### src/sv/pee_pkg.sv
// ---------------------------------------------------------------------------
// pee_pkg
// Shared constants, status codes and types of the postfix expression evaluator.
// ---------------------------------------------------------------------------
`timescale 1ns / 1ps
`default_nettype none

package pee_pkg;

  // Width of one stack value and of the reported result.
  localparam int VALUE_WIDTH = 32;
  // Output item: value, status, zero padding up to whole bytes.
  localparam int STATUS_WIDTH = 3;
  localparam int OUT_TDATA_W  = ((VALUE_WIDTH + STATUS_WIDTH + 7) / 8) * 8;

  // Character codes.
  localparam logic [7:0] CH_PLUS  = 8'h2B;
  localparam logic [7:0] CH_MINUS = 8'h2D;
  localparam logic [7:0] CH_STAR  = 8'h2A;
  localparam logic [7:0] CH_SLASH = 8'h2F;
  localparam logic [7:0] CH_0     = 8'h30;
  localparam logic [7:0] CH_9     = 8'h39;

  // Status codes.
  localparam logic [STATUS_WIDTH-1:0] ST_OK    = 3'd0;
  localparam logic [STATUS_WIDTH-1:0] ST_UNDER = 3'd1;
  localparam logic [STATUS_WIDTH-1:0] ST_DIVZ  = 3'd2;
  localparam logic [STATUS_WIDTH-1:0] ST_OVER  = 3'd3;
  localparam logic [STATUS_WIDTH-1:0] ST_EMPTY = 3'd4;

  // Divider status seen by the sequencer.
  typedef struct packed {
    logic busy;
    logic done;
  } div_stat_t;

  // Absolute value of a two's complement word, as an unsigned word.
  function automatic logic [VALUE_WIDTH-1:0] magnitude(input logic [VALUE_WIDTH-1:0] v);
    magnitude = v[VALUE_WIDTH-1] ? (~v + 1'b1) : v;
  endfunction

endpackage

`default_nettype wire

### src/sv/pee_stack_ram.sv
// ---------------------------------------------------------------------------
// pee_stack_ram
// Operand stack storage: one write port, one read port, registered read data.
// ---------------------------------------------------------------------------
`timescale 1ns / 1ps
`default_nettype none

module pee_stack_ram #(
  parameter int DEPTH = 64,
  parameter int WIDTH = 32
) (
  input  wire logic                     clk,
  input  wire logic                     we,
  input  wire logic [$clog2(DEPTH)-1:0] waddr,
  input  wire logic [WIDTH-1:0]         wdata,
  input  wire logic [$clog2(DEPTH)-1:0] raddr,
  output logic      [WIDTH-1:0]         rdata
);

  logic [WIDTH-1:0] mem [DEPTH];

  // Write port.
  always_ff @(posedge clk) begin
    if (we) begin
      mem[waddr] <= wdata;
    end
  end

  // Read port, registered.
  always_ff @(posedge clk) begin
    rdata <= mem[raddr];
  end

endmodule

`default_nettype wire

### src/sv/pee_divider.sv
// ---------------------------------------------------------------------------
// pee_divider
// Signed restoring divider, one quotient bit per cycle, truncating to zero.
// ---------------------------------------------------------------------------
`timescale 1ns / 1ps
`default_nettype none

module pee_divider (
  input  wire logic                            clk,
  input  wire logic                            rst,
  input  wire logic                            start,
  input  wire logic [pee_pkg::VALUE_WIDTH-1:0] dividend,
  input  wire logic [pee_pkg::VALUE_WIDTH-1:0] divisor,
  output logic      [pee_pkg::VALUE_WIDTH-1:0] quotient,
  output pee_pkg::div_stat_t                   stat
);

  import pee_pkg::*;

  localparam int CNTW = $clog2(VALUE_WIDTH + 1);

  logic                   busy;
  logic                   done;
  logic [CNTW-1:0]        cnt;
  logic                   neg;
  logic [VALUE_WIDTH-1:0] dvs;
  logic [VALUE_WIDTH-1:0] rem;
  logic [VALUE_WIDTH-1:0] quot;

  logic [VALUE_WIDTH:0]   rem_sh;
  logic [VALUE_WIDTH:0]   diff;
  logic                   ge;

  // Trial subtraction of one step.
  always_comb begin
    rem_sh = {rem, quot[VALUE_WIDTH-1]};
    diff   = rem_sh - {1'b0, dvs};
    ge     = (rem_sh >= {1'b0, dvs});
  end

  // Control.
  always_ff @(posedge clk) begin
    if (rst) begin
      busy <= 1'b0;
      done <= 1'b0;
      cnt  <= '0;
    end else begin
      done <= 1'b0;
      if (start) begin
        busy <= 1'b1;
        cnt  <= CNTW'(VALUE_WIDTH);
      end else if (busy) begin
        cnt <= cnt - 1'b1;
        if (cnt == CNTW'(1)) begin
          busy <= 1'b0;
          done <= 1'b1;
        end
      end
    end
  end

  // Datapath: operands are taken as magnitudes, the sign is applied at the end.
  always_ff @(posedge clk) begin
    if (start) begin
      dvs  <= magnitude(divisor);
      quot <= magnitude(dividend);
      rem  <= '0;
      neg  <= dividend[VALUE_WIDTH-1] ^ divisor[VALUE_WIDTH-1];
    end else if (busy) begin
      rem  <= ge ? diff[VALUE_WIDTH-1:0] : rem_sh[VALUE_WIDTH-1:0];
      quot <= {quot[VALUE_WIDTH-2:0], ge};
    end
  end

  assign quotient  = neg ? (~quot + 1'b1) : quot;
  assign stat.busy = busy;
  assign stat.done = done;

endmodule

`default_nettype wire

### src/sv/postfix_expression_evaluator.sv
// ---------------------------------------------------------------------------
// postfix_expression_evaluator
// Evaluates an ASCII postfix expression with an operand stack held in RAM.
// ---------------------------------------------------------------------------
// Usage:
//   The input stream carries one character per item in s_axis_tdata; tlast
//   marks the final character of an expression. Digits build a decimal
//   operand, any other character pushes it; + - * / pop two values and push
//   the result. After the last character one item is sent on the output
//   stream: a status code and the top of the stack (zero unless ok).
//   Steps per item: a digit or separator that is not last is taken in S_IDLE
//   alone, also when it pushes a pending operand. An operator checks the count
//   (S_RDB), reads two stack RAM entries (S_RDA), computes (S_EXEC), pushes
//   (S_PUSH); it stops after S_RDB on underflow, after S_EXEC on zero divisor,
//   and a division waits in S_DIV for the bit-serial divider. A last character
//   reads the top entry (S_FIN; a last digit pushes first), then waits in S_OUT.
//   The output register holds a finished item while new characters keep
//   arriving; only the final step of the next expression waits on it.
//   Reset empties the stack through its count alone (no clearing pass), and
//   clears the operand, the error status and the output valid.
// ---------------------------------------------------------------------------
`timescale 1ns / 1ps
`default_nettype none

module postfix_expression_evaluator #(
  parameter int STACK_DEPTH = 64
) (
  input  wire logic                            clk,
  input  wire logic                            rst,
  input  wire logic                            s_axis_tvalid,
  output logic                                 s_axis_tready,
  input  wire logic [7:0]                      s_axis_tdata,  // [7:0] char_code
  input  wire logic                            s_axis_tlast,  // is_last
  output logic                                 m_axis_tvalid,
  input  wire logic                            m_axis_tready,
  output logic      [pee_pkg::OUT_TDATA_W-1:0] m_axis_tdata   // [31:0] value, [34:32] status
);

  import pee_pkg::*;

  localparam int AW = $clog2(STACK_DEPTH);
  localparam int CW = $clog2(STACK_DEPTH + 1);
  localparam int VW = VALUE_WIDTH;

  typedef enum logic [7:0] {
    S_IDLE = 8'b0000_0001,
    S_RDB  = 8'b0000_0010,
    S_RDA  = 8'b0000_0100,
    S_EXEC = 8'b0000_1000,
    S_DIV  = 8'b0001_0000,
    S_PUSH = 8'b0010_0000,
    S_FIN  = 8'b0100_0000,
    S_OUT  = 8'b1000_0000
  } state_t;

  state_t                  state;
  logic [CW-1:0]           count;
  logic [VW-1:0]           accum;
  logic                    in_num;
  logic [STATUS_WIDTH-1:0] err;
  logic [7:0]              op;
  logic                    last;
  logic [VW-1:0]           b_val;
  logic [VW-1:0]           res;

  logic [VW-1:0]           accum_next;
  logic                    s_acc;
  logic                    is_digit;
  logic                    is_op;
  logic                    full;
  logic [CW-1:0]           count_m1;
  logic [CW-1:0]           count_m2;
  logic                    out_free;

  logic                    mem_we;
  logic [AW-1:0]           mem_waddr;
  logic [VW-1:0]           mem_wdata;
  logic [AW-1:0]           mem_raddr;
  logic [VW-1:0]           mem_rdata;

  logic                    div_start;
  logic [VW-1:0]           div_q;
  div_stat_t               div_stat;

  // Input decode.
  always_comb begin
    s_axis_tready = (state == S_IDLE);
    s_acc         = s_axis_tvalid && s_axis_tready;
    is_digit      = s_axis_tdata inside {[CH_0:CH_9]};
    is_op         = s_axis_tdata inside {CH_PLUS, CH_MINUS, CH_STAR, CH_SLASH};
    accum_next    = {accum[VW-4:0], 3'b000} + {accum[VW-2:0], 1'b0}
                  + VW'(s_axis_tdata[3:0]);
    full          = (count == CW'(STACK_DEPTH));
    count_m1      = count - 1'b1;
    count_m2      = count - CW'(2);
    out_free      = !m_axis_tvalid || m_axis_tready;
  end

  // Stack RAM port control. A push lands in the RAM before any read of it.
  always_comb begin
    mem_we    = 1'b0;
    mem_waddr = count[AW-1:0];
    mem_wdata = accum;
    mem_raddr = (state == S_RDA) ? count_m2[AW-1:0] : count_m1[AW-1:0];
    if (state == S_IDLE && s_acc && !is_digit && in_num && !full) begin
      mem_we = 1'b1;
    end
    if (state == S_PUSH && !full) begin
      mem_we    = 1'b1;
      mem_wdata = res;
    end
  end

  assign div_start = (state == S_EXEC) && (op == CH_SLASH) && (b_val != '0);

  // Sequencer.
  always_ff @(posedge clk) begin
    if (rst) begin
      state         <= S_IDLE;
      count         <= '0;
      accum         <= '0;
      in_num        <= 1'b0;
      err           <= ST_OK;
      m_axis_tvalid <= 1'b0;
    end else begin
      // The result register loads in S_OUT and empties on a handshake.
      if (state == S_OUT && out_free) begin
        m_axis_tvalid <= 1'b1;
      end else if (m_axis_tvalid && m_axis_tready) begin
        m_axis_tvalid <= 1'b0;
      end
      case (state)
        S_IDLE: begin
          if (s_acc) begin
            op   <= s_axis_tdata;
            last <= s_axis_tlast;
            if (is_digit) begin
              // A number still open at the last character is pushed first.
              if (s_axis_tlast) begin
                res    <= accum_next;
                accum  <= '0;
                in_num <= 1'b0;
                state  <= S_PUSH;
              end else begin
                accum  <= accum_next;
                in_num <= 1'b1;
              end
            end else begin
              if (in_num) begin
                accum  <= '0;
                in_num <= 1'b0;
                if (full) begin
                  if (err == ST_OK) begin
                    err <= ST_OVER;
                  end
                end else begin
                  count <= count + 1'b1;
                end
              end
              if (is_op) begin
                state <= S_RDB;
              end else if (s_axis_tlast) begin
                state <= S_FIN;
              end
            end
          end
        end
        S_RDB: begin
          // Fewer than two entries: the stack stays as it is.
          if (count < CW'(2)) begin
            if (err == ST_OK) begin
              err <= ST_UNDER;
            end
            state <= last ? S_FIN : S_IDLE;
          end else begin
            state <= S_RDA;
          end
        end
        S_RDA: begin
          b_val <= mem_rdata;
          state <= S_EXEC;
        end
        S_EXEC: begin
          count <= count_m2;
          case (op)
            CH_PLUS:  res <= mem_rdata + b_val;
            CH_MINUS: res <= mem_rdata - b_val;
            CH_STAR:  res <= mem_rdata * b_val;
            default:  res <= mem_rdata;
          endcase
          if (op == CH_SLASH) begin
            // Divide by zero leaves both operands popped and pushes nothing.
            if (b_val == '0) begin
              if (err == ST_OK) begin
                err <= ST_DIVZ;
              end
              state <= last ? S_FIN : S_IDLE;
            end else begin
              state <= S_DIV;
            end
          end else begin
            state <= S_PUSH;
          end
        end
        S_DIV: begin
          if (div_stat.done) begin
            res   <= div_q;
            state <= S_PUSH;
          end
        end
        S_PUSH: begin
          if (full) begin
            if (err == ST_OK) begin
              err <= ST_OVER;
            end
          end else begin
            count <= count + 1'b1;
          end
          state <= last ? S_FIN : S_IDLE;
        end
        S_FIN: begin
          // Top entry is being read.
          state <= S_OUT;
        end
        S_OUT: begin
          if (out_free) begin
            if (err != ST_OK) begin
              m_axis_tdata <= {(OUT_TDATA_W - VW - STATUS_WIDTH)'(0), err, VW'(0)};
            end else if (count == '0) begin
              m_axis_tdata <= {(OUT_TDATA_W - VW - STATUS_WIDTH)'(0), ST_EMPTY, VW'(0)};
            end else begin
              m_axis_tdata <= {(OUT_TDATA_W - VW - STATUS_WIDTH)'(0), ST_OK, mem_rdata};
            end
            count  <= '0;
            accum  <= '0;
            in_num <= 1'b0;
            err    <= ST_OK;
            state  <= S_IDLE;
          end
        end
        default: begin
          state <= S_IDLE;
        end
      endcase
    end
  end

  // Operand stack.
  pee_stack_ram #(
    .DEPTH (STACK_DEPTH),
    .WIDTH (VW)
  ) u_stack (
    .clk   (clk),
    .we    (mem_we),
    .waddr (mem_waddr),
    .wdata (mem_wdata),
    .raddr (mem_raddr),
    .rdata (mem_rdata)
  );

  // Divider; the dividend comes straight from the RAM read data.
  pee_divider u_div (
    .clk      (clk),
    .rst      (rst),
    .start    (div_start),
    .dividend (mem_rdata),
    .divisor  (b_val),
    .quotient (div_q),
    .stat     (div_stat)
  );

endmodule

`default_nettype wire

### config.mk
export PLATFORM = sky130hd
export DESIGN_NAME = postfix_expression_evaluator
export DESIGN_NICKNAME = d
export VERILOG_FILES = /design/src/sv/pee_pkg.sv /design/src/sv/pee_stack_ram.sv /design/src/sv/pee_divider.sv /design/src/sv/postfix_expression_evaluator.sv
export SDC_FILE = /design/constraint.sdc
export NUM_CORES = 2
export LEC_CHECK = 0
export ABC_CLOCK_PERIOD_IN_PS = 7300
export BUFFER_PORTS_ARGS = -buffer_cell sky130_fd_sc_hd__buf_4
export CELL_PAD_IN_SITES_DETAIL_PLACEMENT = 1
export CELL_PAD_IN_SITES_GLOBAL_PLACEMENT = 1
export CORE_ASPECT_RATIO = 1.25
export CORE_UTILIZATION = 40
export CTS_CLUSTER_DIAMETER = 120
export CTS_CLUSTER_SIZE = 24
export DETAILED_ROUTE_END_ITERATION = 8
export GPL_ROUTABILITY_DRIVEN = 0
export HOLD_SLACK_MARGIN = 0.02
export PLACE_DENSITY_LB_ADDON = 0.25
export SLEW_MARGIN = 20
export SYNTH_ARGS = -nofsm -noshare
export SYNTH_HDL_FRONTEND = slang
export SYNTH_SLANG_ARGS = --single-unit
### constraint.sdc
create_clock -name clk -period 7.3 [get_ports clk]
set_input_delay 0.365 -clock clk [delete_from_list [all_inputs] [get_ports clk]]
set_output_delay 0.365 -clock clk [all_outputs]
set_load 0.005 [all_outputs]
# ---- After elaboration in Yosys (flattened, before gate mapping)
# Memory sizes are Yosys's and may differ from the RTL's. A register that Yosys moved wholly into a read port is not among the register bits.
# Cells that the tools add are included.
dict set report totals {
  reg_bits 270
  mem_bits_rw 2048
  input_bits 13
  out_inout_bits 42
  elab_cells 187
  n_memories 1
}
dict set report classes {
  add_sub_neg 12
  multipliers 1
  n_lt_le_gt_ge 4
  eq_ne 33
  muxes 69
  bitwise_logic 6
  reduce_logical 39
}
# name depth word_bits rd rd_ports_with_merged_regs wr line
set mem_list {}
lappend mem_list {u_stack.mem 64 32 1 1 1 pee_stack_ram.sv:20} ;# logic [WIDTH-1:0] mem [DEPTH];
# op count
set ops {}
lappend ops {{32-bit two-way mux} 15}
lappend ops {{32-bit one-hot mux with 3 select lines} 2}
lappend ops {{32-bit by 1-bit adder with 32-bit output (second input constant)} 3}
lappend ops {{32-bit inverter} 3}
lappend ops {{8-bit by 6-bit equality test with 1-bit output (second input constant)} 9}
lappend ops {{35-bit two-way mux} 2}
lappend ops {{32-bit adder} 2}
lappend ops {{8-bit two-way mux} 8}
lappend ops {{32-bit one-hot mux with 2 select lines} 1}
lappend ops {{8-bit one-hot mux with 8 select lines} 1}
lappend ops {{32-bit subtractor} 2}
lappend ops {{7-bit two-way mux} 8}
lappend ops {{33-bit by 32-bit >= comparator with 1-bit output} 1}
lappend ops {{3-bit two-way mux} 11}
lappend ops {{32-bit by 4-bit adder with 32-bit output} 1}
lappend ops {{32-bit logical NOT} 1}
lappend ops {{32-bit by 32-bit multiplier with 32-bit output} 1}
lappend ops {{32-bit nonzero test} 1}
lappend ops {{31-bit two-way mux} 1}
lappend ops {{7-bit one-hot mux with 4 select lines} 1}
lappend ops {{6-bit two-way mux} 3}
lappend ops {{2-bit by 1-bit != test with 1-bit output (second input constant)} 8}
lappend ops {{3-bit one-hot mux with 5 select lines} 1}
lappend ops {{1-bit two-way mux} 14}
lappend ops {{other kinds (38)} 64}

# ---- Depth between registers and ports, before layout
dict set report logic_depth {
  word_depth 10
  depth_mapped 29
  mapped_depth_nobuf 27
}

# ---- By module
# A second synthesis with hierarchy kept.
dict set report hier_totals {
  hier_cells 7404
  hier_area_um2 114086.9
}
# module n_inst cells_per_inst area_each_um2 seq_area_each_um2
set modules_own_cells {}
lappend modules_own_cells {pee_stack_ram 1 3511 79039.6 62139.6}
lappend modules_own_cells {postfix_expression_evaluator 1 2942 27106.0 4264.1}
lappend modules_own_cells {pee_divider 1 951 7941.4 2752.6}

# ---- Worst setup path before layout
# Ideal clock, no wire load.
dict set report synth_path {
  path_type {flip-flop to flip-flop}
  start {register b_val[5]}
  end {register res[31] (data pin)}
  setup_time_ns 0.259
  arrival_ns 7.244
  required_ns 7.041
  path_slack_ns -0.203
  stages_incl_launch_ff 27
  path_buffers 2
  synth_period_minus_slack_ns 7.503
  path_cell_list {edfxtp_1 -> clkbuf_1 -> clkbuf_1 -> and2_1 -> fa_1 -> fa_1 -> fa_1 -> inv_1 -> fa_1 -> inv_1 -> fa_1 -> inv_1 -> fa_1 -> inv_1 -> fa_1 -> fa_1 -> ha_1 -> a21o_1 -> a2111oi_0 -> or3_1 -> and3b_1 -> a21boi_0 -> o41ai_1 -> o21ai_0 -> xnor2_1 -> o221ai_1 -> a211o_1}
}
dict set report synth_between {
  elab_chain_len 3
  word_cells_on_any_way 5
  classes_between {2 x add/sub; 1 x mul; 2 x mux}
}
# item line
set synth_lines {}
lappend synth_lines {{start, declared} postfix_expression_evaluator.sv:63} ;# logic [VW-1:0] b_val;
lappend synth_lines {{start signal, assigned} postfix_expression_evaluator.sv:180} ;# b_val <= mem_rdata;
lappend synth_lines {{32-bit by 32-bit multiplier with 32-bit output, or another cell as far along} postfix_expression_evaluator.sv:188} ;# CH_STAR: res <= mem_rdata * b_val;
lappend synth_lines {{32-bit one-hot mux with 3 select lines *} postfix_expression_evaluator.sv:185} ;# case (op)
lappend synth_lines {{32-bit one-hot mux with 3 select lines *} postfix_expression_evaluator.sv:132} ;# case (state)
lappend synth_lines {{end signal, assigned} postfix_expression_evaluator.sv:186} ;# CH_PLUS: res <= mem_rdata + b_val;
lappend synth_lines {{end signal, assigned} postfix_expression_evaluator.sv:188}
lappend synth_lines {{end signal, assigned} postfix_expression_evaluator.sv:189} ;# default: res <= mem_rdata;
lappend synth_lines {{end, declared} postfix_expression_evaluator.sv:64} ;# logic [VW-1:0] res;
# Mark *: on every way between the ends. The rest lies on a longest branch, timed or not.
# A chain may end at the register's enable or synchronous reset.

# ---- Final worst setup path
dict set report layout_path {
  start {register b_val[3]}
  end {register res[31] (data pin)}
}
# The elaborated chain is that of the path after synthesis.

==> flow_summary_export.csv <==
group,metric,value,unit
clock_network,clk_pin_slew,0.10,ns
finish,fin_nets,8129,
sta,min_period_over_period,1.02,
yosys,synth_sequential_area_ratio,0.607,
grt,grt_usage,0.239,
sta,relSlewSlack,0.0498,
clock_network,clk_latency,0.82,ns
finish,final_layout_size_suffix_gt1_frac,0.189,
grt,grt_antenna_before_repair,21,
floorplan,die_w,479,um
route,first_iter_violations,5529,
clock_network,cts_tree,"yes",
grt,grt_pass1_wl,495,mm
sta,max_freq,134,MHz
clock_network,cts-root-buf,"clkbuf_16",
sta,setup_viol,3,
route,ant_nets,0,
setup_path,r2r_setup_slack,-0.14,ns
setup_path,crit_fanout,3,
sta,finClkSkew,0.0766,ns
route,wirelength,344,mm
yosys,ys_warn_count,0,
route,vias,64300,
pwr,p_leak,47.4,nW
hold_path,hp-class,"in2reg",
job,maxCapViolations,0,
grt,grt_max_degree,111,
yosys,syn_inst,7229,
yosys,synthFlopType,"edfxtp_1",
finish,mostFrequentLayoutCells,"edfxtp_1 (2,221), mux4_2 (544), inv_1 (445), buf_4 (439), nand2_1 (430)",
sta,setup-tns-final,-0.243,ns
clock_network,clock_path_buffers,3,
yosys,ys_seq_elements,2344,
floorplan,die_y,599,um
floorplan,num_rows,218,
yosys,synthesis.area,0.114,mm2
finish,area_growth,10.4,%
sta,period_needed,7.44,ns
setup_path,crit_start,"b_val[3]",
setup_path,cp_data_required_time,7.86,ns
clock_network,clkSinkCount,2344,
setup_path,reg2reg_to,"res[31]",
floorplan,core_area,0.283,mm2
setup_path,arrival,8.01,ns
clock_network,numCtsBuffers,111,
sta,drv_slew,0,
setup_path,crit-reg2reg-launch,"b_val[3]",
floorplan,start_util,0.403,
finish,layout_commonest_cell,"edfxtp_1",
status,status,"finished, violations left",
sta,hold_viol_final,0,
yosys,syn_avg_cell_area,15.8,um2
placed_design,hpwl,234,mm
setup_path,worst_r2r_path_depth,26,
floorplan,ios,55,
clock_network,htree_levels,3,
route,post_drt_wl_per_cell,30.6,um
yosys,async_flop_share,0,
yosys,synth_cell_types,87,
placed_design,placed_cell_area,0.122,mm2
status,violations,"setup timing",
finish,finalInstanceArea,0.126,mm2
pwr,vdd_ir_drop_max,0.000227,V
placed_design,place_ws,-0.429,ns
grt,grt_overflow,0,
yosys,synth_edf_count,2221,
route,vias_per_cell,5.72,
sta,whs,0.295,ns
setup_path,critPathCaptureType,"flop",
sta,setup_slack,-0.143,ns
route,drt_pass1_iterations,6,
sta,tightest_slew,1.43,ns
placed_design,io_buffer_count,49,
route,drcViolationCount,0,
hold_path,hold_start,"s_axis_tdata[7]",
floorplan,die_area,0.287,mm2
hold_path,hold_depth,2,
pwr,total_power,25.7,mW
grt,first_global_vias,68800,
hold_path,min_to,"op[7]",
setup_path,startpoint_type,"flop",
sta,rsz0062_at_grt,"yes",
pwr,power_per_cell_area,205,mW/mm2
setup_path,crit_type,"reg2reg",
==> routing by layer <==
layer  GRT usage  vias up  routed length, um  part of all wire
li1            -    27400                  -                 -
met1       0.294    34700             135000              0.39
met5           0        -                 56           0.00016
met2       0.426     1649             177000              0.51
met3      0.0265      522              15200             0.044
met4       0.102        8              17200             0.050
==> synthesized netlist by cell type (29+ instances only) <==
master / n / share of area
buf_2: 78 / 0.0034
or3_1: 34 / 0.0019
a21oi_1: 234 / 0.010
nor2_1: 260 / 0.0086
nor3_1: 54 / 0.0024
o21ai_0: 157 / 0.0069
nor2b_1: 149 / 0.0082
dfxtp_1: 123 / 0.022
clkbuf_1: 266 / 0.0088
mux2i_1: 148 / 0.013
a21o_1: 45 / 0.0030
buf_4: 29 / 0.0019
ha_1: 258 / 0.028
nand2b_1: 32 / 0.0018
mux4_2: 544 / 0.11
and2_1: 345 / 0.019
xor2_1: 112 / 0.0086
xnor2_1: 170 / 0.013
o211ai_1: 29 / 0.0019
a211oi_1: 144 / 0.0095
mux2_2: 33 / 0.0033
a22oi_1: 52 / 0.0034
nand3_1: 40 / 0.0018
edfxtp_1: 2221 / 0.59
fa_1: 412 / 0.072
inv_1: 455 / 0.015
o31ai_1: 30 / 0.0020
nand2_1: 431 / 0.014
==> cells by family after synthesis <==
| kind of cell | share of synthesized area |
|---|---|
| buffers and inverters | 0.0317 |
| AOI/OAI and AO/OA | 0.0508 |
| other | 0.0000329 |
| and+or+nand+nor | 0.0647 |
| adders and majority gates | 0.101 |
| DFF | 0.607 |
| xor gates and xnor gates | 0.0218 |
| muxes | 0.124 |
==> area by class of cell <==
type	instances	area, um2
flip-flops and latches	2344	69200
clock inverters	14	282
multi-input cells	4015	42400
fillers	27400	157000
repair buffers	518	4570
diodes	9	22.5
well taps	3740	4680
clock buffers	148	2960
inverters	456	1710
==> power by group <==
| part | switching [mW] | total, mW | internal, mW |
|---|---|---|---|
| logic | 2.12 | 3.94 | 1.82 |
| clock network | 4.30 | 7.26 | 2.96 |
| registers | 0.0354 | 14.5 | 14.5 |
==> worst max path at each step <==
stage | endpoint | cells past startpoint
floorplan | res[31] | 27
global placement | res[31] | 22
detailed placement | res[31] | 22
CTS | res[31] | 26
global route | res[31] | 26
finish | res[31] | 26
==> sequential cells by signal, summed over array words and instances, names as in the netlist, 2 cells and up <==
signal / count
b_val: 32
u_stack.rdata: 32
op: 8
u_stack.mem: 2048
u_div.dvs: 32
u_div.quot: 32
accum: 32
u_div.cnt: 6
state: 8
count: 7
res: 32
m_axis_tdata: 35
u_div.rem: 32
err: 2
==> timing repair <==
action	in CTS	in global routing
setup buffers	23	8
pin swaps	58	82
endpoints found under the setup margin	11	16
hold buffers	12	0
resized for setup	67	71
endpoints found under the hold margin	30	0
cloned	1	0
==> stage by stage <==
step,util,std cells
finish,0.445,11200
global route,0.445,11200
CTS,0.443,11200
detailed placement,0.430,11000
global placement,0.430,11000
floorplan,-,7233
==> critical path, stage by stage, from the launching register on <==
cell	delay [ns]
edfxtp_1	0.47
buf_6	0.15
and2_4	0.15
fa_1	0.51
inv_1	0.05
fa_1	0.49
fa_1	0.44
fa_1	0.56
inv_2	0.05
fa_1	0.51
inv_2	0.05
fa_1	0.48
inv_1	0.05
fa_1	0.50
fa_1	0.46
ha_4	0.32
nand2_4	0.06
nor3b_4	0.18
a2111oi_2	0.07
or3_1	0.39
and3b_2	0.24
a21boi_4	0.23
o41ai_4	0.09
o21ai_1	0.17
xnor2_1	0.14
o221ai_1	0.13
a211o_1	0.27
Power figures use the tool's default switching activity.
